File: config.mk
export PLATFORM = sky130hd
export DESIGN_NAME = dpq_ram
export DESIGN_NICKNAME = d
export VERILOG_FILES = /design/src/rtl/core/deadline_priority_queue_unit_macros.svh /design/src/rtl/core/dpq_ram.sv
export SDC_FILE = /design/constraint.sdc
export NUM_CORES = 1
export LEC_CHECK = 0
export ABC_AREA = 0
export CAP_MARGIN = 20
export CORE_UTILIZATION = 45
export DETAILED_ROUTE_END_ITERATION = 8
export DONT_BUFFER_PORTS = 1
export PLACE_DENSITY = 0.67
export SLEW_MARGIN = 10
export SYNTH_ARGS = -nofsm -noshare
export SYNTH_HDL_FRONTEND = slang
export SYNTH_SLANG_ARGS = --single-unit
File: constraint.sdc
create_clock -name i_clk -period 1.9 [get_ports i_clk]
set_clock_uncertainty 0.2 [all_clocks]
set_input_delay 0.19 -clock i_clk [delete_from_list [all_inputs] [get_ports i_clk]]
set_output_delay 0.19 -clock i_clk [all_outputs]
set_load 0.005 [all_outputs]
File: src/rtl/core/deadline_priority_queue_unit_macros.svh
// Assertion macros used by the deadline priority queue top level.
`ifndef DEADLINE_PRIORITY_QUEUE_UNIT_MACROS_SVH
`define DEADLINE_PRIORITY_QUEUE_UNIT_MACROS_SVH

// The consequent must hold in the same cycle as the antecedent.
`define DPQ_ASSERT_IMPLY(label, clk, rst_n, ante, cons, msg) \
    label: assert property (@(posedge clk) disable iff (!rst_n) (ante) |-> (cons)) \
        else $error(msg);

// The consequent must hold in the cycle after the antecedent.
`define DPQ_ASSERT_IMPLY_NEXT(label, clk, rst_n, ante, cons, msg) \
    label: assert property (@(posedge clk) disable iff (!rst_n) (ante) |=> (cons)) \
        else $error(msg);

`endif

File: src/rtl/core/dpq_ram.sv
// Generic simple dual-port RAM with one write port and a registered read port.
`default_nettype none

module dpq_ram #(
    parameter int WIDTH = 8,
    parameter int DEPTH = 16
) (
    input  wire logic                     i_clk,
    input  wire logic                     i_wr_en,
    input  wire logic [$clog2(DEPTH)-1:0] i_wr_addr,
    input  wire logic [WIDTH-1:0]         i_wr_data,
    input  wire logic                     i_rd_en,
    input  wire logic [$clog2(DEPTH)-1:0] i_rd_addr,
    output logic      [WIDTH-1:0]         o_rd_data
);

    logic [WIDTH-1:0] r_mem [DEPTH];
    logic [WIDTH-1:0] r_rd_data;

    // Write and registered read.
    always_ff @(posedge i_clk) begin
        if (i_wr_en) begin
            r_mem[i_wr_addr] <= i_wr_data;
        end
        if (i_rd_en) begin
            r_rd_data <= r_mem[i_rd_addr];
        end
    end

    assign o_rd_data = r_rd_data;

endmodule

`default_nettype wire

=== Word-level counts from Yosys, hierarchy flattened ===
Memory sizes are Yosys's and may differ from the RTL's. A register that Yosys moved wholly into a read port is not among the register bits.
Index checks and enable logic that the tools add are counted.

* Output and inout bits: 8
* Flip-flop bits (word level): 0
* Logic and storage cells: 3
* Bits in latches: 0
* Bits in read-only memories: 0
* Memories kept: 1
* Input port bits: 19
* Bits in writable memories: 128

* Magnitude comparators: 0
* Divide/modulo/power cells: 0
* Reductions and logical operators: 0
* Equality and inequality tests: 0
* Shift-type cells: 0
* Bitwise gates (word level): 0
* Multiplexer cells: 2
* Add/subtract/negate cells: 0
* Multipliers: 0

{| class="wikitable"
|+ Memory list
! memory !! words !! width !! rd ports !! clocked after memory_dff !! write ports !! line !! source
|-
| r_mem || 16 || 8 || 1 || 1 || 1 || dpq_ram.sv:17 || <nowiki>logic [WIDTH-1:0] r_mem [DEPTH];</nowiki>
|}

{| class="wikitable"
|+ Operators by type and width
! cell !! count
|-
| $mux 1 || 2
|}

=== Depth between registers and ports, before layout ===
* Depth in word-level cells: 2
* Gate-level depth with buffers: 5
* Depth with buffers taken out: 3

=== Worst setup path before layout ===
No wires, ideal clock.

* Kind: input port to flip-flop
* Start: input port i_wr_addr[2]
* End: memory r_mem[0][0], enable pin
* Arrival time: 1.300 ns
* Stages on the path: 2
* Slack: 0.017 ns
* Cells stage by stage: or3b_2 > nor3_1

{| class="wikitable"
|+ RTL lines
! what !! line !! source
|-
| start: declaration || dpq_ram.sv:10 || <nowiki>input wire logic [$clog2(DEPTH)-1:0] i_wr_addr,</nowiki>
|-
| end: declaration || dpq_ram.sv:17 ||
|}

No word-level cell before the write port.

=== Final worst setup path ===
* Start: input port i_wr_addr[0]
* End: memory r_mem[0][2], enable pin

No word-level cell before the write port.

==> run summary <==
======================================================================================
Status                                                                    finished, violations left
Violated checks                                                           negative hold slack
Maximum number of pins on one net before global-route repair                        33
Critical Path Source Type                                                   input port
Total number of nets in the final design                                           289
TritonCTS clock tree                                                               yes
Number of H-tree branching levels                                                    4
Crit path largest cell delay                                                    600 ps
Crit Path Category                                                        input port to register
Cell area after placement                                                 0.00545 sq mm
Wire length of the first global-routing pass                                  14900 um
Clock transition at the registers of the reported paths                          50 ps
Via count of the first global-routing pass                                        2508
N_diodes                                                                             0
Area occupied by registers                                                0.00408 sq mm
Number of DRC markers after the initial detailed-route iteration                   235
Syn-to-layout area delta                                                         16.9%
Non-Filler Cell Area, Final                                               0.00611 sq mm
Overall power after layout                                                     6.53 mW
Final Hold Viols                                                                     1
Number of cells on the worst hold path                                               3
Clock root buffer master                                                  sky130_fd_sc_hd__clkbuf_16
All-Layer GR Usage                                                               18.5%
LEAKAGE                                                                        2.03 nW
Multi-input combinational cell area                                       0.00106 sq mm
Library cell with the largest summed area after synthesis                 sky130_fd_sc_hd__edfxtp_1
Count of input and output buffers                                                    0
EDFF count, synth                                                                  136
Die ar.                                                                   0.0121 sq mm
Slowest CP cell                                                           sky130_fd_sc_hd__dlygate4sd3_1
Worst slew pin tran                                                             588 ps
Num ports                                                                           27
Total negative slack                                                              0 ps
PostCTS Resize Cnt                                                                   0
Worst reg2reg path depth                                                             3
Final Critical Period                                                          1820 ps
Detailed Routing Iterations Pass 1                                                   4
Unrepaired setup endpoints after global routing                                  false
Max Clk Rate                                                                 0.548 GHz
Worst relative slew slack                                                        60.7%
Die outline width                                                               110 um
Worst Path Max Fanout                                                                8
Placed wire-length estimate                                                    5950 um
Average instance area after synthesis                                       22.8 sq um
Area of the core                                                          0.0111 sq mm
Share of synthesized registers carrying an async set or reset                       0%
Synthesized netlist net count                                                      248
Total setup violations reported at the end of the flow                               0
Clock sink count                                                                   136
Leading cell types by count after synthesis                               sky130_fd_sc_hd__edfxtp_1 (136), sky130_fd_sc_hd__mux4_2 (18), sky130_fd_sc_hd__a22oi_1 (16)
Post-route insts no fill                                                           423
Critical path required time                                                    1810 ps
Row count                                                                           38
Arrival time reported for the critical path endpoint                           1730 ps
Total global routing overflow                                                        0
Max cap viols                                                                        0
Worst-case hold slack                                                         -8.65 ps
Final weighted congestion of routability-driven global placement                 0.761
Wirelength, routed                                                             9930 um
Pwr dens                                                                  1070 mW/mm^2
FF+latch count, synth                                                              136
Cell count after placement                                                         377
Latest clock arrival within the worst-skew pair                                 410 ps
Prevailing post-synth register cell                                       sky130_fd_sc_hd__edfxtp_1
Top-count cell post-synth                                                 sky130_fd_sc_hd__edfxtp_1
Cells after synthesis                                                              229
Share of the cycle needed by the critical path after routing                     96.0%
Maximum number of buffers from clock root to sink                                    2
Ratio of cells with drive above 1 in the final layout                            22.3%
Hold WC Path Type                                                         input port to register
Most used cell, CP                                                        sky130_fd_sc_hd__dlygate4sd3_1
Number of warnings issued by yosys                                                   0
DRC violation count after routing                                                    0
Cells traversed along the worst timing path                               dlygate4sd3_1 > nor3_1 > dlygate4sd3_1 > buf_4
Filler Cell Count                                                                  813
Register area share after synthesis                                              78.1%
Summed instance area of the synthesized netlist                           0.00523 sq mm
Chip height                                                                     110 um
Antenna Violating Nets Remaining                                                     0
Maximum vdd drop                                                                923 uV
Average wire per cell in the routed design                                     23.5 um
Total clock buffers created by CTS                                                  17
Number of antenna violations at the first check in global routing                    0
Starting density of the core                                                     47.2%
Via count normalized by instance count                                            5.88
Portion of synthesized cell area occupied by the leading cell type               78.1%
Number of distinct standard cells referenced by the synthesized netlist             18
Endpoint kind of the worst setup timing path                                  register
Largest cells by area after synthesis                                     sky130_fd_sc_hd__edfxtp_1 (78%), sky130_fd_sc_hd__mux4_2 (7.8%), sky130_fd_sc_hd__mux4_1 (7.0%)
Max-slew violation count                                                             0
Via count                                                                         2486
======================================================================================
## state kept, by name, summed over array words and instances (netlist names)
signal,count
o_rd_data,8
r_mem,128
## metal layers
| metal | routed length (um) | share of wire (%) | GRT usage (%) | vias up |
|---|---|---|---|---|
| met4 | 100 | 1.0 | 8.29 | 0 |
| met2 | 4800 | 48 | 26.7 | 101 |
| met3 | 743 | 7.5 | 5.39 | 10 |
| met5 | 0 | 0 | 0 | - |
| li1 | - | - | - | 1071 |
| met1 | 4290 | 43 | 26.2 | 1304 |
## power by group
| part | leakage (nW) | internal, mW | switching, mW |
|---|---|---|---|
| registers | 1.24 | 3.38 | 0.0194 |
| clock network | 0.263 | 1.76 | 1.10 |
| logic | 0.527 | 0.122 | 0.134 |
## worst max-delay path: cells and delay by family
kind / cells / cell delay, ps
buffers and inverters: 3 / 1350
AND/OR/NAND/NOR: 1 / 180
## cell usage in the layout, fill, tap and decap left out, types with 2 or more instances in the layout
master                          instances
sky130_fd_sc_hd__nand3b_1               2
sky130_fd_sc_hd__clkinv_1               3
sky130_fd_sc_hd__dlygate4sd3_1         14
sky130_fd_sc_hd__mux4_1                14
sky130_fd_sc_hd__nor3_1                 4
sky130_fd_sc_hd__nor2_1                13
sky130_fd_sc_hd__edfxtp_1             136
sky130_fd_sc_hd__clkbuf_16             17
sky130_fd_sc_hd__clkbuf_1               3
sky130_fd_sc_hd__nand2b_1               2
sky130_fd_sc_hd__nand2_1                9
sky130_fd_sc_hd__mux4_2                18
sky130_fd_sc_hd__clkinv_2               7
sky130_fd_sc_hd__a22oi_1               16
sky130_fd_sc_hd__buf_4                 18
## final cells by class
cell class,instances,area share (%)
clock buffer,20,7.14
clock inverter,12,1.39
multi-input combinational,83,17.3
sequential,136,66.8
tap,140,2.87
timing repair buffer,32,4.50
## logic make-up after synthesis
group	count (synthesis)	synth area share, %
multiplexers	32	14.8
AO/OA/AOI/OAI	16	2.30
flip-flops	136	78.1
buffers and inverters	10	1.65
AND/OR/NAND/NOR	35	3.14
## what timing repair did
action,in CTS,in global routing
buffers inserted,0,0
hold endpoints to repair,174,3
hold buffers,12,2
## metrics by stage
stage / hold slack (ps) / util [%] / setup slack (ps)
2_1_floorplan: 88.9 / - / 17.1
3_3_place_gp: 89.6 / 49.2 / 165
3_5_place_dp: 89.6 / 49.2 / 139
4_1_cts: -63.3 / 55.0 / 113
5_1_grt: 1.97 / 55.2 / 15.7
6_report: -8.65 / 55.2 / 75.4
## worst paths after layout
check | end | slack [ps] | start
setup / recovery | r_mem[0][2] | 80 | i_wr_addr[0]
hold reg to reg | o_rd_data[3] | 550 | r_mem[15][3]
setup reg to reg | o_rd_data[5] | 120 | r_mem[2][5]
hold / removal | o_rd_data[4] | -9 | i_rd_addr[1]
(Power assumes the default switching activity.)
