==> src/rtl/core/deadline_priority_queue_unit_macros.svh <==
// Assertion macros used by the deadline priority queue top level.
`ifndef DEADLINE_PRIORITY_QUEUE_UNIT_MACROS_SVH
`define DEADLINE_PRIORITY_QUEUE_UNIT_MACROS_SVH

// The consequent must hold in the same cycle as the antecedent.
`define DPQ_ASSERT_IMPLY(label, clk, rst_n, ante, cons, msg) \
    label: assert property (@(posedge clk) disable iff (!rst_n) (ante) |-> (cons)) \
        else $error(msg);

// The consequent must hold in the cycle after the antecedent.
`define DPQ_ASSERT_IMPLY_NEXT(label, clk, rst_n, ante, cons, msg) \
    label: assert property (@(posedge clk) disable iff (!rst_n) (ante) |=> (cons)) \
        else $error(msg);

`endif

==> src/rtl/core/dpq_pkg.sv <==
// Package with widths, codes and record types of the deadline priority queue.
`default_nettype none

package dpq_pkg;

    // Store geometry.
    localparam int ENTRIES  = 64;
    localparam int IDX_W    = $clog2(ENTRIES);

    // Field widths.
    localparam int KIND_W   = 2;
    localparam int WEIGHT_W = 31;
    localparam int VALUE_W  = 31;
    localparam int TIME_W   = 32;

    // Request actions.
    localparam logic ACT_INSERT = 1'b0;
    localparam logic ACT_SERVE  = 1'b1;

    // Entry kinds; the last code stores nothing on insert.
    localparam logic [KIND_W-1:0] KIND_PERM   = 2'd0;
    localparam logic [KIND_W-1:0] KIND_EXPIRE = 2'd1;
    localparam logic [KIND_W-1:0] KIND_LATE   = 2'd2;
    localparam logic [KIND_W-1:0] KIND_VOID   = 2'd3;

    // Input request payload.
    typedef struct packed {
        logic                action;
        logic [KIND_W-1:0]   kind;
        logic [WEIGHT_W-1:0] weight;
        logic [VALUE_W-1:0]  item_value;
        logic [TIME_W-1:0]   deadline;
        logic [WEIGHT_W-1:0] late_weight;
    } t_req;

    // Result payload.
    typedef struct packed {
        logic               served;
        logic [VALUE_W-1:0] served_value;
        logic               rejected;
    } t_rsp;

    // One stored entry as it lies in the memory.
    typedef struct packed {
        logic [KIND_W-1:0]   kind;
        logic [WEIGHT_W-1:0] weight;
        logic [VALUE_W-1:0]  payload;
        logic [TIME_W-1:0]   deadline;
        logic [WEIGHT_W-1:0] late_weight;
        logic [TIME_W-1:0]   stamp;
    } t_entry;

    localparam int ENTRY_W = $bits(t_entry);

    // Write-back and valid-bit update produced by the aging stage.
    typedef struct packed {
        logic             wr_en;
        logic             clr_valid;
        logic [IDX_W-1:0] idx;
        t_entry           data;
    } t_wb;

    // One aged entry handed to the selection stage.
    typedef struct packed {
        logic                live;
        logic [IDX_W-1:0]    idx;
        logic [WEIGHT_W-1:0] weight;
        logic [TIME_W-1:0]   age;
        logic [VALUE_W-1:0]  payload;
    } t_cand;

    // Outcome of one sweep: best live entry and lowest free slot.
    typedef struct packed {
        logic               found_best;
        logic [IDX_W-1:0]   best_idx;
        logic [VALUE_W-1:0] best_payload;
        logic               found_free;
        logic [IDX_W-1:0]   free_idx;
    } t_pick;

endpackage

`default_nettype wire

==> src/rtl/core/dpq_age.sv <==
// Aging stage: applies deadline rules to one read entry and computes its age.
`default_nettype none

module dpq_age import dpq_pkg::*; (
    input  wire logic              i_clk,
    input  wire logic              i_rst_n,
    input  wire logic              i_vld,
    input  wire logic              i_live,
    input  wire logic [IDX_W-1:0]  i_idx,
    input  wire t_entry            i_data,
    input  wire logic [TIME_W-1:0] i_now,
    output t_wb                    o_wb,
    output logic                   o_cand_vld,
    output t_cand                  o_cand
);

    logic   w_passed;
    logic   w_expired;
    logic   w_relabel;
    t_entry w_aged;
    logic   r_cand_vld;
    t_cand  r_cand;

    // Deadline tests against the current time.
    assign w_passed  = (i_data.deadline < i_now);
    assign w_expired = (i_data.kind == KIND_EXPIRE) && (i_data.deadline != '0) && w_passed;
    assign w_relabel = (i_data.kind == KIND_LATE) && w_passed;

    // A late entry past its deadline becomes permanent and ranks by its late weight.
    always_comb begin
        w_aged = i_data;
        if (w_relabel) begin
            w_aged.kind   = KIND_PERM;
            w_aged.weight = i_data.late_weight;
        end
    end

    // Write back relabeled entries and drop expired ones.
    assign o_wb.wr_en     = i_vld && i_live && w_relabel;
    assign o_wb.clr_valid = i_vld && i_live && w_expired;
    assign o_wb.idx       = i_idx;
    assign o_wb.data      = w_aged;

    // Register the candidate for the selection stage.
    always_ff @(posedge i_clk) begin
        if (!i_rst_n) begin
            r_cand_vld <= 1'b0;
        end else begin
            r_cand_vld <= i_vld;
        end
    end

    always_ff @(posedge i_clk) begin
        r_cand.live    <= i_live && !w_expired;
        r_cand.idx     <= i_idx;
        r_cand.weight  <= w_aged.weight;
        r_cand.age     <= i_now - i_data.stamp;
        r_cand.payload <= i_data.payload;
    end

    assign o_cand_vld = r_cand_vld;
    assign o_cand     = r_cand;

endmodule

`default_nettype wire

==> config.mk <==
export PLATFORM = sky130hd
export DESIGN_NAME = dpq_age
export DESIGN_NICKNAME = d
export VERILOG_FILES = /design/src/rtl/core/deadline_priority_queue_unit_macros.svh /design/src/rtl/core/dpq_pkg.sv /design/src/rtl/core/dpq_age.sv
export SDC_FILE = /design/constraint.sdc
export NUM_CORES = 1
export LEC_CHECK = 0
export ABC_AREA = 0
export BUFFER_PORTS_ARGS = -buffer_cell sky130_fd_sc_hd__buf_2
export CAP_MARGIN = 20
export CORE_AREA = 2 2 181 183
export DETAILED_ROUTE_END_ITERATION = 6
export DIE_AREA = 0 0 183 185
export HOLD_SLACK_MARGIN = 0.08
export PLACE_DENSITY_LB_ADDON = 0.3
export RECOVER_POWER = 100
export SLEW_MARGIN = 25
export SYNTH_ARGS = -nofsm -noshare
export SYNTH_HDL_FRONTEND = slang
export SYNTH_SLANG_ARGS = --single-unit
==> constraint.sdc <==
create_clock -name i_clk -period 2.9 [get_ports i_clk]
set_input_delay 0.145 -clock i_clk [delete_from_list [all_inputs] [get_ports i_clk]]
set_output_delay 0.145 -clock i_clk [all_outputs]
set_load 0.005 [all_outputs]
# Word level (Yosys, flattened, before mapping)
# Cells that the tools add are included.
[totals]
register_bits = 102
input_bits = 201
out_inout_bits = 269
[op_classes]
addsub = 1
magnitude_cmp = 1
n_eq_ne = 2
n_mux = 1
n_reduce_logical = 9
[op_table]
columns = ["cell", "n"]
rows = [
  ["two-way mux 33 bit", 1],
  ["less-than comparator 32 bit", 1],
  ["nonzero test 32 bit", 1],
  ["subtractor 32 bit", 1],
  ["logical AND 1 bit", 7],
  ["== test 2 x 1 -> 1 bit, second input constant", 1],
  ["== test 2 bit, second input constant", 1],
  ["zero test 1 bit", 1],
]

# Depth between registers and ports, before layout
[depth]
depth_word = 5
mapped_depth = 9
mapped_depth_nobuf = 9

# Least setup slack after synthesis
# Ideal clock, no wire load.
[synth_timing]
path_kind = "input -> output"
startpoint = "input i_now[31]"
endpoint = "output o_wb[128] (netlist bit)"
t_arrival_ns = 1.935
required_ns = 2.755
path_slack_ns = 0.820
cell_stages = 8
path_buffers = 1
cell_sequence = "inv_1 ha_1 and4_1 a22oi_1 nand3_1 nor4_4 buf_6 mux2_2"
[synth_rtl]
columns = ["item", "line_no", "source"]
rows = [
  ["from (decl)", "dpq_age.sv:11", "input wire logic [TIME_W-1:0] i_now,"],
  ["to (decl)", "dpq_age.sv:12", "output t_wb o_wb,"],
]

# Worst setup path after layout
[layout_timing]
startpoint = "input i_data[78] (netlist bit)"
endpoint = "register r_cand (netlist bit o_cand[77])"
[layout_via]
elab_chain_cells = 3
[layout_lines]
columns = ["item", "line_no", "source"]
rows = [
  ["from (decl)", "dpq_age.sv:10", "input wire t_entry i_data,"],
  ["less-than comparator 32 bit", "dpq_age.sv:25", "assign w_passed = (i_data.deadline < i_now);"],
  ["logical AND 1 bit", "dpq_age.sv:27", "assign w_relabel = (i_data.kind == KIND_LATE) && w_passed;"],
  ["two-way mux 33 bit", "dpq_age.sv:32", "if (w_relabel) begin"],
  ["to (decl)", "dpq_age.sv:22", "t_cand r_cand;"],
]
# Every way passes these cells.
# A chain may end at the register's enable or synchronous reset.

==> results.yml <==
clocking:
  cts.clk_slew.worst_paths_ns: 0.07
  cts_made_buffers: 9
  htree_levels: 3
  cts_max_path_buffers: 2
  cts_root_buffer: "sky130_fd_sc_hd__clkbuf_16"
  cts_tree: "done"
  post_cts_resize_count: 0
  sink_count_of_the_clock_tree: 102
logic_synthesis:
  synthCells: 708
  yosys_register_bits: 102
  post_synth.cell_area_avg_um2: 8.98
  synth_edf_count: 0
  synth.lib_cells_used.distinct: 59
  synth_compound_area_share_pct: 14.5
  ys_warns: 0
  netlist.top_cell.by_area: "sky130_fd_sc_hd__dfxtp_1"
  synth.area.mux_share_pct: 6.33
  synthArstFlopShare_pct: 0
  synthDominantCellAreaShare_pct: 32.1
  synth.most_common_cell: "sky130_fd_sc_hd__buf_4"
  synth_seq_area_share_pct: 32.1
  synth-main-ff-cell: "sky130_fd_sc_hd__dfxtp_1"
  synth_nets: 972
  synth_xor_xnor_area_share_pct: 3.31
  post_synth_main_area_contributors: "sky130_fd_sc_hd__dfxtp_1, sky130_fd_sc_hd__buf_4, sky130_fd_sc_hd__ha_1"
  syn-cell-area_mm2: 0.00636
  dominant_combinational_cell_family_by_area_after_synthesis: "buffers and inverters"
  yosys.area_share.simple_pct: 9.95
  post_synth_most_frequent_cells: "sky130_fd_sc_hd__buf_4, sky130_fd_sc_hd__dfxtp_1, sky130_fd_sc_hd__inv_1, sky130_fd_sc_hd__ha_1, sky130_fd_sc_hd__a21oi_1"
  synth_fa_ha_area_share_pct: 12.5
floorplanning:
  width_of_the_chip_um: 183
  io-pin-count: 470
  start_util_pct: 19.8
  rows: 66
  chipHeight_um: 185
  die_area_mm2: 0.0339
  core_mm2: 0.0320
setup_path:
  cp-start-kind: "input pin"
  timing.critical_path.to_type: "flip-flop"
  setup.worst_path.class: "in2reg"
  worstPathArrival_ns: 3.00
  timing.critical_path.fanout_max: 32
  crit_required_ns: 3.13
  startpoint: "i_data[78]"
  crit_path_end: "o_cand[77]"
pwr:
  power.switching_mw: 1.34
  powerDensity_mw_per_mm2: 457
  internal_power_mw: 2.85
  seqPwrFrac_pct: 38.5
  p_leak_nw: 4.28
  pwr-share-clk_pct: 30.6
  ir_worst_vdd_v: 0.000217
  share_comb_of_total_power_pct: 31.0
  netSwitchingFraction_pct: 32.1
  design_power_total_mw: 4.19
timing:
  slew_at_the_pin_with_the_worst_max_slew_slack_ns: 0.572
  fin_setup_tns_ns: 0
  setup_viol: 0
  timing.slew.headroom_pct: 61.5
  period_share_pct: 95.3
  report.final.slew_viol_count: 0
  final-hold-violation-count: 0
  hold-worst-slack_ns: 0.0931
  fin_ws_ns: 0.136
  post-route-min-period_ns: 2.76
  rsz0062_at_grt: "false"
  maxClockFrequency_mhz: 362
grt:
  grtUsageTotal_pct: 15.2
  antenna_found_initial: 2
  first_global_vias: 6408
  grt_first_pass_wirelength_um: 38400
  grt_max_degree: 33
  grt_overflow_total: 0
route:
  vias_per_cell: 4.16
  detailed_route_via_count: 6468
  drc_violations_left: 0
  antenna_left: 0
  detail_route.wl_per_cell_um: 17.5
  drt_pre_antenna_iters: 4
  detailed_route_wl_um: 27200
  initialDrtViolationCount: 226
place:
  dp_cells: 1439
  place_worst_setup_slack_ns: 0.217
  place.detailed.hpwl_um: 22700
  gp_congestion: 0.880
  io_buffers: 469
layout:
  final_nets: 1403
  area_delta_synth_final_pct: 44.1
  post_route_cells_drive_above_1_share_pct: 24.9
  stdcell_count: 1554
flow_run:
  drv.max_cap_violation_count: 0
run_status:
  status: "finished clean"
min_path:
  hold_path.class: "in2reg"
through the flow:
stage	util (%)	cell area, um^2
5_1_grt	28.6	9160
2_1_floorplan	-	6360
4_1_cts	29.5	9450
3_3_place_gp	25.5	8170
3_5_place_dp	25.5	8170
6_report	28.6	9160
how the worst min path moves through the flow:
stage / startpoint / to / slack [ns] / cells after the start
floorplan: i_data[95] / o_cand[0] / 0.17 / 0
global placement: i_data[119] / o_cand[24] / 0.26 / 1
detailed placement: i_data[125] / o_cand[30] / 0.26 / 1
CTS: i_data[57] / o_cand[88] / 0.08 / 2
global route: i_data[150] / o_cand[87] / 0.09 / 2
finish: i_data[150] / o_cand[87] / 0.09 / 2
placed cells by master, fill, tap and decap left out, types with 11 or more instances in the layout:
cell type / netlist / layout
sky130_fd_sc_hd__o21ai_0: 24 / 24
sky130_fd_sc_hd__buf_2: 2 / 234
sky130_fd_sc_hd__clkbuf_1: 11 / 228
sky130_fd_sc_hd__xnor2_1: 13 / 13
sky130_fd_sc_hd__o21a_1: 12 / 12
sky130_fd_sc_hd__ha_1: 62 / 62
sky130_fd_sc_hd__mux2_1: 1 / 14
sky130_fd_sc_hd__nand2_1: 29 / 29
sky130_fd_sc_hd__a21oi_1: 48 / 48
sky130_fd_sc_hd__mux2_2: 33 / 20
sky130_fd_sc_hd__dfxtp_1: 102 / 102
sky130_fd_sc_hd__nand3_1: 13 / 13
sky130_fd_sc_hd__nor2_1: 20 / 20
sky130_fd_sc_hd__dlygate4sd3_1: 0 / 97
sky130_fd_sc_hd__inv_1: 72 / 72
sky130_fd_sc_hd__xor2_1: 11 / 11
power by group through the flow:
| stage | Clock [mW] | Combinational (mW) | Sequential, mW |
|---|---|---|---|
| 5_1_grt | 1.37 | 1.44 | 1.62 |
| 3_5_place_dp | 0 | 1.26 | 1.64 |
| 4_1_cts | 1.33 | 1.38 | 1.61 |
| 3_3_place_gp | 0 | 1.26 | 1.64 |
| 2_1_floorplan | 0 | 0.664 | 1.66 |
| 6_report | 1.28 | 1.30 | 1.61 |
state kept, by name, summed over array words and instances (netlist names):
register    flops
o_cand        101
o_cand_vld      1
critical path, cell delays in order:
cell	delay (ns)
sky130_fd_sc_hd__clkbuf_1	0.12
sky130_fd_sc_hd__ha_1	0.34
sky130_fd_sc_hd__nand4_1	0.16
sky130_fd_sc_hd__nor3_1	0.38
sky130_fd_sc_hd__nand4_1	0.22
sky130_fd_sc_hd__o22ai_1	0.38
sky130_fd_sc_hd__nor4_4	0.07
sky130_fd_sc_hd__buf_12	0.18
sky130_fd_sc_hd__mux2_1	0.37
sky130_fd_sc_hd__dlygate4sd3_1	0.58
metal layers:
metal	routed length [um]	global-route usage, %	vias to the layer above
li1	-	-	3179
met1	11400	17.8	3024
met2	13800	27.5	249
met3	1630	3.52	16
met4	359	4.54	0
met5	0	0	-
area by class of cell:
type,instances,area [um^2]
inverter,72,270
sequential,102,2040
timing repair buffer,570,3070
tap,408,510
clock buffer,9,225
antenna,2,5.00
multi-input combinational,384,2960
clock inverter,7,81.3
fill,3573,22900
cells by family after synthesis:
group                      count (synthesis)
xor gates and xnor gates                  24
adders and majority gates                 63
muxes                                     36
and+or+nand+nor                          119
DFF                                      102
buffers and inverters                    222
AOI/OAI and AO/OA                        142
repair_timing:
item | in CTS | in global routing
hold buffers | 97 | 0
endpoints found under the hold margin | 70 | 0
buffers inserted | 0 | 0
Power figures use the tool's default switching activity.
