**config.mk**
```make
export PLATFORM = sky130hd
export DESIGN_NAME = dpq_select
export DESIGN_NICKNAME = d
export VERILOG_FILES = /design/src/rtl/core/deadline_priority_queue_unit_macros.svh /design/src/rtl/core/dpq_pkg.sv /design/src/rtl/core/dpq_select.sv
export SDC_FILE = /design/constraint.sdc
export NUM_CORES = 1
export LEC_CHECK = 0
export CORE_MARGIN = 5
export CORE_UTILIZATION = 40
export CTS_CLUSTER_SIZE = 8
export DETAILED_ROUTE_END_ITERATION = 10
export DONT_BUFFER_PORTS = 1
export SLEW_MARGIN = 20
export SYNTH_ARGS = -nofsm -noshare
export SYNTH_HDL_FRONTEND = slang
export SYNTH_SLANG_ARGS = --single-unit
```
**constraint.sdc**
```tcl
create_clock -name i_clk -period 14 [get_ports i_clk]
set_clock_uncertainty 0.15 [all_clocks]
set_input_delay 1.4 -clock i_clk [delete_from_list [all_inputs] [get_ports i_clk]]
set_output_delay 1.4 -clock i_clk [all_outputs]
set_load 0.02 [all_outputs]
```
**src/rtl/core/deadline_priority_queue_unit_macros.svh**
```systemverilog
// Assertion macros used by the deadline priority queue top level.
`ifndef DEADLINE_PRIORITY_QUEUE_UNIT_MACROS_SVH
`define DEADLINE_PRIORITY_QUEUE_UNIT_MACROS_SVH

// The consequent must hold in the same cycle as the antecedent.
`define DPQ_ASSERT_IMPLY(label, clk, rst_n, ante, cons, msg) \
    label: assert property (@(posedge clk) disable iff (!rst_n) (ante) |-> (cons)) \
        else $error(msg);

// The consequent must hold in the cycle after the antecedent.
`define DPQ_ASSERT_IMPLY_NEXT(label, clk, rst_n, ante, cons, msg) \
    label: assert property (@(posedge clk) disable iff (!rst_n) (ante) |=> (cons)) \
        else $error(msg);

`endif

```
**src/rtl/core/dpq_pkg.sv**
```systemverilog
// Package with widths, codes and record types of the deadline priority queue.
`default_nettype none

package dpq_pkg;

    // Store geometry.
    localparam int ENTRIES  = 64;
    localparam int IDX_W    = $clog2(ENTRIES);

    // Field widths.
    localparam int KIND_W   = 2;
    localparam int WEIGHT_W = 31;
    localparam int VALUE_W  = 31;
    localparam int TIME_W   = 32;

    // Request actions.
    localparam logic ACT_INSERT = 1'b0;
    localparam logic ACT_SERVE  = 1'b1;

    // Entry kinds; the last code stores nothing on insert.
    localparam logic [KIND_W-1:0] KIND_PERM   = 2'd0;
    localparam logic [KIND_W-1:0] KIND_EXPIRE = 2'd1;
    localparam logic [KIND_W-1:0] KIND_LATE   = 2'd2;
    localparam logic [KIND_W-1:0] KIND_VOID   = 2'd3;

    // Input request payload.
    typedef struct packed {
        logic                action;
        logic [KIND_W-1:0]   kind;
        logic [WEIGHT_W-1:0] weight;
        logic [VALUE_W-1:0]  item_value;
        logic [TIME_W-1:0]   deadline;
        logic [WEIGHT_W-1:0] late_weight;
    } t_req;

    // Result payload.
    typedef struct packed {
        logic               served;
        logic [VALUE_W-1:0] served_value;
        logic               rejected;
    } t_rsp;

    // One stored entry as it lies in the memory.
    typedef struct packed {
        logic [KIND_W-1:0]   kind;
        logic [WEIGHT_W-1:0] weight;
        logic [VALUE_W-1:0]  payload;
        logic [TIME_W-1:0]   deadline;
        logic [WEIGHT_W-1:0] late_weight;
        logic [TIME_W-1:0]   stamp;
    } t_entry;

    localparam int ENTRY_W = $bits(t_entry);

    // Write-back and valid-bit update produced by the aging stage.
    typedef struct packed {
        logic             wr_en;
        logic             clr_valid;
        logic [IDX_W-1:0] idx;
        t_entry           data;
    } t_wb;

    // One aged entry handed to the selection stage.
    typedef struct packed {
        logic                live;
        logic [IDX_W-1:0]    idx;
        logic [WEIGHT_W-1:0] weight;
        logic [TIME_W-1:0]   age;
        logic [VALUE_W-1:0]  payload;
    } t_cand;

    // Outcome of one sweep: best live entry and lowest free slot.
    typedef struct packed {
        logic               found_best;
        logic [IDX_W-1:0]   best_idx;
        logic [VALUE_W-1:0] best_payload;
        logic               found_free;
        logic [IDX_W-1:0]   free_idx;
    } t_pick;

endpackage

`default_nettype wire

```
**src/rtl/core/dpq_select.sv**
```systemverilog
// Selection stage: tracks the best live entry and the lowest free slot of a sweep.
`default_nettype none

module dpq_select import dpq_pkg::*; (
    input  wire logic  i_clk,
    input  wire logic  i_rst_n,
    input  wire logic  i_start,
    input  wire logic  i_cand_vld,
    input  wire t_cand i_cand,
    output t_pick      o_pick
);

    logic                r_found_best;
    logic [IDX_W-1:0]    r_best_idx;
    logic [VALUE_W-1:0]  r_best_payload;
    logic [WEIGHT_W-1:0] r_best_w;
    logic [TIME_W-1:0]   r_best_age;
    logic                r_found_free;
    logic [IDX_W-1:0]    r_free_idx;
    logic                w_better;

    // Smaller weight wins; on equal weight the older entry wins.
    assign w_better = !r_found_best || (i_cand.weight < r_best_w) ||
                      ((i_cand.weight == r_best_w) && (i_cand.age > r_best_age));

    // Flags restart with every request.
    always_ff @(posedge i_clk) begin
        if (!i_rst_n) begin
            r_found_best <= 1'b0;
            r_found_free <= 1'b0;
        end else if (i_start) begin
            r_found_best <= 1'b0;
            r_found_free <= 1'b0;
        end else if (i_cand_vld) begin
            if (i_cand.live) begin
                r_found_best <= 1'b1;
            end else begin
                r_found_free <= 1'b1;
            end
        end
    end

    // Payload of the running best and the first free slot.
    always_ff @(posedge i_clk) begin
        if (i_cand_vld && !i_start) begin
            if (i_cand.live && w_better) begin
                r_best_idx     <= i_cand.idx;
                r_best_payload <= i_cand.payload;
                r_best_w       <= i_cand.weight;
                r_best_age     <= i_cand.age;
            end
            if (!i_cand.live && !r_found_free) begin
                r_free_idx <= i_cand.idx;
            end
        end
    end

    assign o_pick.found_best   = r_found_best;
    assign o_pick.best_idx     = r_best_idx;
    assign o_pick.best_payload = r_best_payload;
    assign o_pick.found_free   = r_found_free;
    assign o_pick.free_idx     = r_free_idx;

endmodule

`default_nettype wire

```
# Word-level counts from Yosys, hierarchy flattened

Cells that the tools add are included.

Eq/ne operators: 1
Bitwise gates (word level): 2
Reductions and logical operators: 15
Magnitude comparators: 2

Operator list:

| kind              | count |
|---|---|
| $gt 32x32->1      | 1 |
| $eq 31x31->1      | 1 |
| $lt 31x31->1      | 1 |
| $reduce_and 2->1  | 4 |
| $logic_and 1x1->1 | 4 |
| $logic_not 1->1   | 4 |
| $logic_or 1x1->1  | 2 |
| $not 1->1         | 2 |
| $reduce_or 2->1   | 1 |

Output and inout bits: 45
Input port bits: 105
Register bits: 108
Word-level logic and storage cells: 27

# Longest topological paths before layout

Word-level depth: 5
Mapped depth: 8

# Least setup slack after synthesis

No wires, ideal clock.

Kind: input to register
Start: input i_cand[45] (netlist name)
End: register r_best_age[0], enable pin
Stages on the path: 6
Library setup time: 0.571 ns
Setup slack: 6.431 ns
Arrival: 6.848 ns
Buffers on the path: 0
Cell sequence: ha_1 -> nand4_1 -> a2111oi_0 -> or3_1 -> a21oi_1 -> o21ai_1

Longest elaborated chain between the ends: 5

RTL lines:

| item                              | line             | source |
|---|---|---|
| from (decl)                       | dpq_select.sv:9  | `input wire t_cand i_cand,` |
| $gt 32x32->1                      | dpq_select.sv:24 | `((i_cand.weight == r_best_w) && (i_cand.age > r_best_age));` |
| $logic_and 1x1->1                 | dpq_select.sv:24 |  |
| $logic_or 1x1->1                  | dpq_select.sv:23 | `assign w_better = !r_found_best \|\| (i_cand.weight < r_best_w) \|\|` |
| $logic_and 1x1->1                 | dpq_select.sv:46 | `if (i_cand.live && w_better) begin` |
| $reduce_and 2->1 (no source line) | n/a              |  |
| to (signal assigned)              | dpq_select.sv:50 | `r_best_age <= i_cand.age;` |
| to (decl)                         | dpq_select.sv:17 | `logic [TIME_W-1:0] r_best_age;` |

No other way between the ends.
A chain may end at the register's enable or synchronous reset.

# Final worst setup path

Start: input i_cand[76] (netlist name)
End: register r_best_age[31], enable pin

Longest elaborated chain between the ends: 5
Elaborated cells between the ends (all ways): 7
Classes of those cells: order compare (1); eq/ne (1); reduce/logical (5)

RTL lines:

| item                                                  | line |
|---|---|
| $lt 31x31->1 or $eq 31x31->1 (tied branches)          | dpq_select.sv:23, dpq_select.sv:24 |
| $logic_or 1x1->1 or $logic_and 1x1->1 (tied branches) | dpq_select.sv:23, dpq_select.sv:24 |
| $logic_or 1x1->1 *                                    | dpq_select.sv:23 |
| $logic_and 1x1->1 *                                   | dpq_select.sv:46 |
| $reduce_and 2->1 (no source line) *                   | n/a |

Every way passes the cells marked *; elsewhere a longest branch is shown, timed or not.

==> out/metrics.json <==
{
  "irDropWorstVdd": {"value": 0.00006066, "unit": "V"},
  "antenna-diode-count": {"value": 0},
  "ios": {"value": 150},
  "drt-wirelength-per-cell": {"value": 17.37, "unit": "um"},
  "cts_tree": {"value": "built"},
  "drt.antenna.violating_nets": {"value": 0},
  "final_critical_path_setup_slack": {"value": 10.39, "unit": "ns"},
  "cts_resized": {"value": 0},
  "syn_area_per_cell": {"value": 14.11, "unit": "um2"},
  "post-place-cells": {"value": 492},
  "maxCapViolations": {"value": 0},
  "maximum_number_of_pins_on_one_net_before_global_route_repair": {"value": 58},
  "dp.final_hpwl": {"value": 6855, "unit": "um"},
  "leakage": {"value": 0.002173, "unit": "uW"},
  "setup-violations-final": {"value": 0},
  "routabilityCongestion": {"value": 0.7426},
  "grt-ovfl-total": {"value": 0},
  "path_clk_slew": {"value": 0.07, "unit": "ns"},
  "clock_insertion_delay_worst_skew": {"value": 0.35, "unit": "ns"},
  "grt_setup_unrepaired": {"value": "false"},
  "fin_crit_sh": {"value": 25.80, "unit": "%"},
  "detailedPlace.worstSlack": {"value": 10.04, "unit": "ns"},
  "report.final.slew_viol_count": {"value": 0},
  "post-route-drc-count": {"value": 0},
  "root_buffer": {"value": "sky130_fd_sc_hd__clkbuf_16"},
  "syn_inst": {"value": 345},
  "timing.critical_path.fanout_max": {"value": 57},
  "antenna_violations_before_repair": {"value": 0},
  "max_slew.worst_pin.slew": {"value": 0.7230, "unit": "ns"},
  "criticalPathCategory": {"value": "in2reg"},
  "areaGrowthSynthToFinish": {"value": 10.53, "unit": "%"},
  "firstDrtPassIters": {"value": 4},
  "final-hold-violation-count": {"value": 0},
  "total_of_buffers_placed_on_input_and_output_ports": {"value": 0},
  "ys_top_cells_by_area": {"value": "sky130_fd_sc_hd__edfxtp_1, sky130_fd_sc_hd__ha_1, sky130_fd_sc_hd__inv_1"},
  "final.min_clock_period": {"value": 3.612, "unit": "ns"},
  "tritoncts_sink_count": {"value": 108},
  "nFillCells": {"value": 1065},
  "fp.dieW": {"value": 120.3, "unit": "um"},
  "dominant_cell_type_by_area_after_synthesis": {"value": "sky130_fd_sc_hd__edfxtp_1"},
  "net_count_of_the_mapped_netlist": {"value": 513},
  "cts-hold-fix-buffers": {"value": 0},
  "post_cts_buffers": {"value": 0},
  "dieHeight": {"value": 120.3, "unit": "um"},
  "holdCritPathClass": {"value": "reg2reg"},
  "slew_headroom": {"value": 51.80, "unit": "%"},
  "final.setup.tns": {"value": 0, "unit": "ns"},
  "layoutNonFillerInstCount": {"value": 508},
  "floorplan.core_area": {"value": 11960, "unit": "um2"},
  "htree_num_levels": {"value": 3},
  "detail_route.vias_per_cell": {"value": 5.108},
  "synth_sequential_area_ratio": {"value": 66.19, "unit": "%"},
  "initial_core_util": {"value": 40.71, "unit": "%"},
  "critical_path.startpoint_type": {"value": "primary input"},
  "number_of_global_route_vias_before_repair": {"value": 2590},
  "drtIter0Drc": {"value": 120},
  "cts_buffer_depth": {"value": 2},
  "setup.worst_path.end_class": {"value": "flip-flop"},
  "post_route_cells_drive_above_1_share": {"value": 6.094, "unit": "%"},
  "synth-seq-cells": {"value": 108},
  "gr-usage-all-layers": {"value": 12.17, "unit": "%"},
  "site_row_count": {"value": 40},
  "design.final.nets": {"value": 524},
  "cts_buffers": {"value": 9},
  "hold_ws": {"value": 0.5026, "unit": "ns"},
  "critPathRequiredTime": {"value": 13.83, "unit": "ns"},
  "synth_largest_type_area_fraction": {"value": 65.36, "unit": "%"},
  "synth_cell_type_count": {"value": 31},
  "die_area": {"value": 14480, "unit": "um2"},
  "critical_path_arrival": {"value": 3.45, "unit": "ns"},
  "yosysWarningCount": {"value": 0},
  "detailroute.via_count": {"value": 2595},
  "drt-total-wl": {"value": 8826, "unit": "um"},
  "syn_area": {"value": 4870, "unit": "um2"},
  "fmaxAchievable": {"value": 0.2769, "unit": "GHz"},
  "grt_pass1_wl": {"value": 13400, "unit": "um"},
  "powerDensity": {"value": 129.1, "unit": "nW/um2"},
  "status": {"value": "completed"}
}
-- cells in the final DEF, fill, tap and decap left out, types with 3 or more instances in the layout --
cell type,synthesis,layout
sky130_fd_sc_hd__inv_1,66,66
sky130_fd_sc_hd__a211oi_1,3,3
sky130_fd_sc_hd__nor2_1,7,7
sky130_fd_sc_hd__inv_6,0,3
sky130_fd_sc_hd__a21oi_1,27,27
sky130_fd_sc_hd__a221oi_1,3,3
sky130_fd_sc_hd__nor4_1,3,3
sky130_fd_sc_hd__nand2_1,14,14
sky130_fd_sc_hd__ha_1,63,63
sky130_fd_sc_hd__o21ai_0,7,7
sky130_fd_sc_hd__edfxtp_1,106,106
sky130_fd_sc_hd__clkbuf_16,0,9
sky130_fd_sc_hd__nand3_1,6,6
sky130_fd_sc_hd__nand4_1,14,14
-- cells in the mapped netlist --
| library cell | number |
|---|---|
| sky130_fd_sc_hd__a31o_2 | 1 |
| sky130_fd_sc_hd__nand4_1 | 14 |
| sky130_fd_sc_hd__o31ai_1 | 1 |
| sky130_fd_sc_hd__and2_1 | 1 |
| sky130_fd_sc_hd__nand2b_1 | 1 |
| sky130_fd_sc_hd__o21ai_0 | 7 |
| sky130_fd_sc_hd__dfxtp_1 | 2 |
| sky130_fd_sc_hd__nand3b_1 | 2 |
| sky130_fd_sc_hd__o211ai_1 | 2 |
| sky130_fd_sc_hd__a221o_1 | 1 |
| sky130_fd_sc_hd__a211oi_1 | 3 |
| sky130_fd_sc_hd__and4_1 | 2 |
| sky130_fd_sc_hd__o311ai_0 | 1 |
| sky130_fd_sc_hd__or3_1 | 1 |
| sky130_fd_sc_hd__nor3_1 | 2 |
| sky130_fd_sc_hd__inv_1 | 66 |
| sky130_fd_sc_hd__nor2_1 | 7 |
| sky130_fd_sc_hd__a21o_1 | 1 |
| sky130_fd_sc_hd__nor4b_1 | 1 |
| sky130_fd_sc_hd__nand2_1 | 14 |
| sky130_fd_sc_hd__o21ai_1 | 2 |
| sky130_fd_sc_hd__buf_4 | 2 |
| sky130_fd_sc_hd__edfxtp_1 | 106 |
| sky130_fd_sc_hd__nor2b_1 | 1 |
| sky130_fd_sc_hd__a21oi_1 | 27 |
| sky130_fd_sc_hd__ha_1 | 63 |
| sky130_fd_sc_hd__a2111oi_0 | 1 |
| sky130_fd_sc_hd__nand3_1 | 6 |
| sky130_fd_sc_hd__a21oi_2 | 1 |
| sky130_fd_sc_hd__nor4_1 | 3 |
| sky130_fd_sc_hd__a221oi_1 | 3 |
-- stage by stage --
stage                     utilization [%]  cell area (um2)  power (uW)
after floorplan                         -             4870       429.7
after global placement              42.34             5065       437.9
after detailed placement            42.40             5071       439.9
after CTS                           45.00             5383       706.8
after global routing                45.00             5383       730.9
final                               45.00             5383       695.1
-- sequential cells by signal, summed over array words and instances, names as in the netlist --
register,flops
r_found_free,1
r_found_best,1
r_free_idx,6
r_best_w,31
r_best_payload,31
r_best_age,32
r_best_idx,6
-- power breakdown --
part | switching, uW | internal [uW] | total (uW)
Clock | 120 | 143 | 264
Combinational | 28.2 | 17.8 | 46.0
Sequential | 11.3 | 374 | 386
-- worst max-delay path, cell delays in order --
cell,delay (ns)
sky130_fd_sc_hd__ha_1,0.31
sky130_fd_sc_hd__nand4_1,0.13
sky130_fd_sc_hd__nor4_1,0.55
sky130_fd_sc_hd__nand4_1,0.24
sky130_fd_sc_hd__o21ai_4,0.17
sky130_fd_sc_hd__buf_4,0.57
-- final timing paths --
check                             from                        end  slack, ns  cells past startpoint
max                         i_cand[76]   r_best_age[31]$_DFFE_PP_      10.39                      6
min          r_found_best$_SDFFE_PP0P_  r_found_best$_SDFFE_PP0P_       0.50                      2
max reg2reg     r_best_w[13]$_DFFE_PP_   r_best_age[31]$_DFFE_PP_      11.06                      7
min reg2reg  r_found_best$_SDFFE_PP0P_  r_found_best$_SDFFE_PP0P_       0.50                      2
-- layout make-up --
type / count / area, um2 / share of cell area (%)
inverter: 66 / 247.7 / 4.603
timing repair buffer: 2 / 15.01 / 0.2789
multi-input combinational: 169 / 1401 / 26.03
clock buffer: 9 / 225.2 / 4.184
tap: 147 / 183.9 / 3.417
clock inverter: 7 / 86.33 / 1.604
sequential: 108 / 3223 / 59.88
-- metal layers --
layer,global-route usage (%),vias up,routed length (um)
met3,5.753,11,858
met5,0,-,0
met2,19.35,92,4206
met4,5.949,0,165
li1,-,1286,-
met1,13.80,1206,3596
-- logic make-up after synthesis --
family / after synthesis / share of synthesized area, %
buf+inv: 68 / 5.396
compound gates: 51 / 6.244
simple gates: 55 / 5.987
flops: 108 / 66.19
fa+ha+maj: 63 / 16.19
No activity file was read; power rests on OpenSTA's default activity.
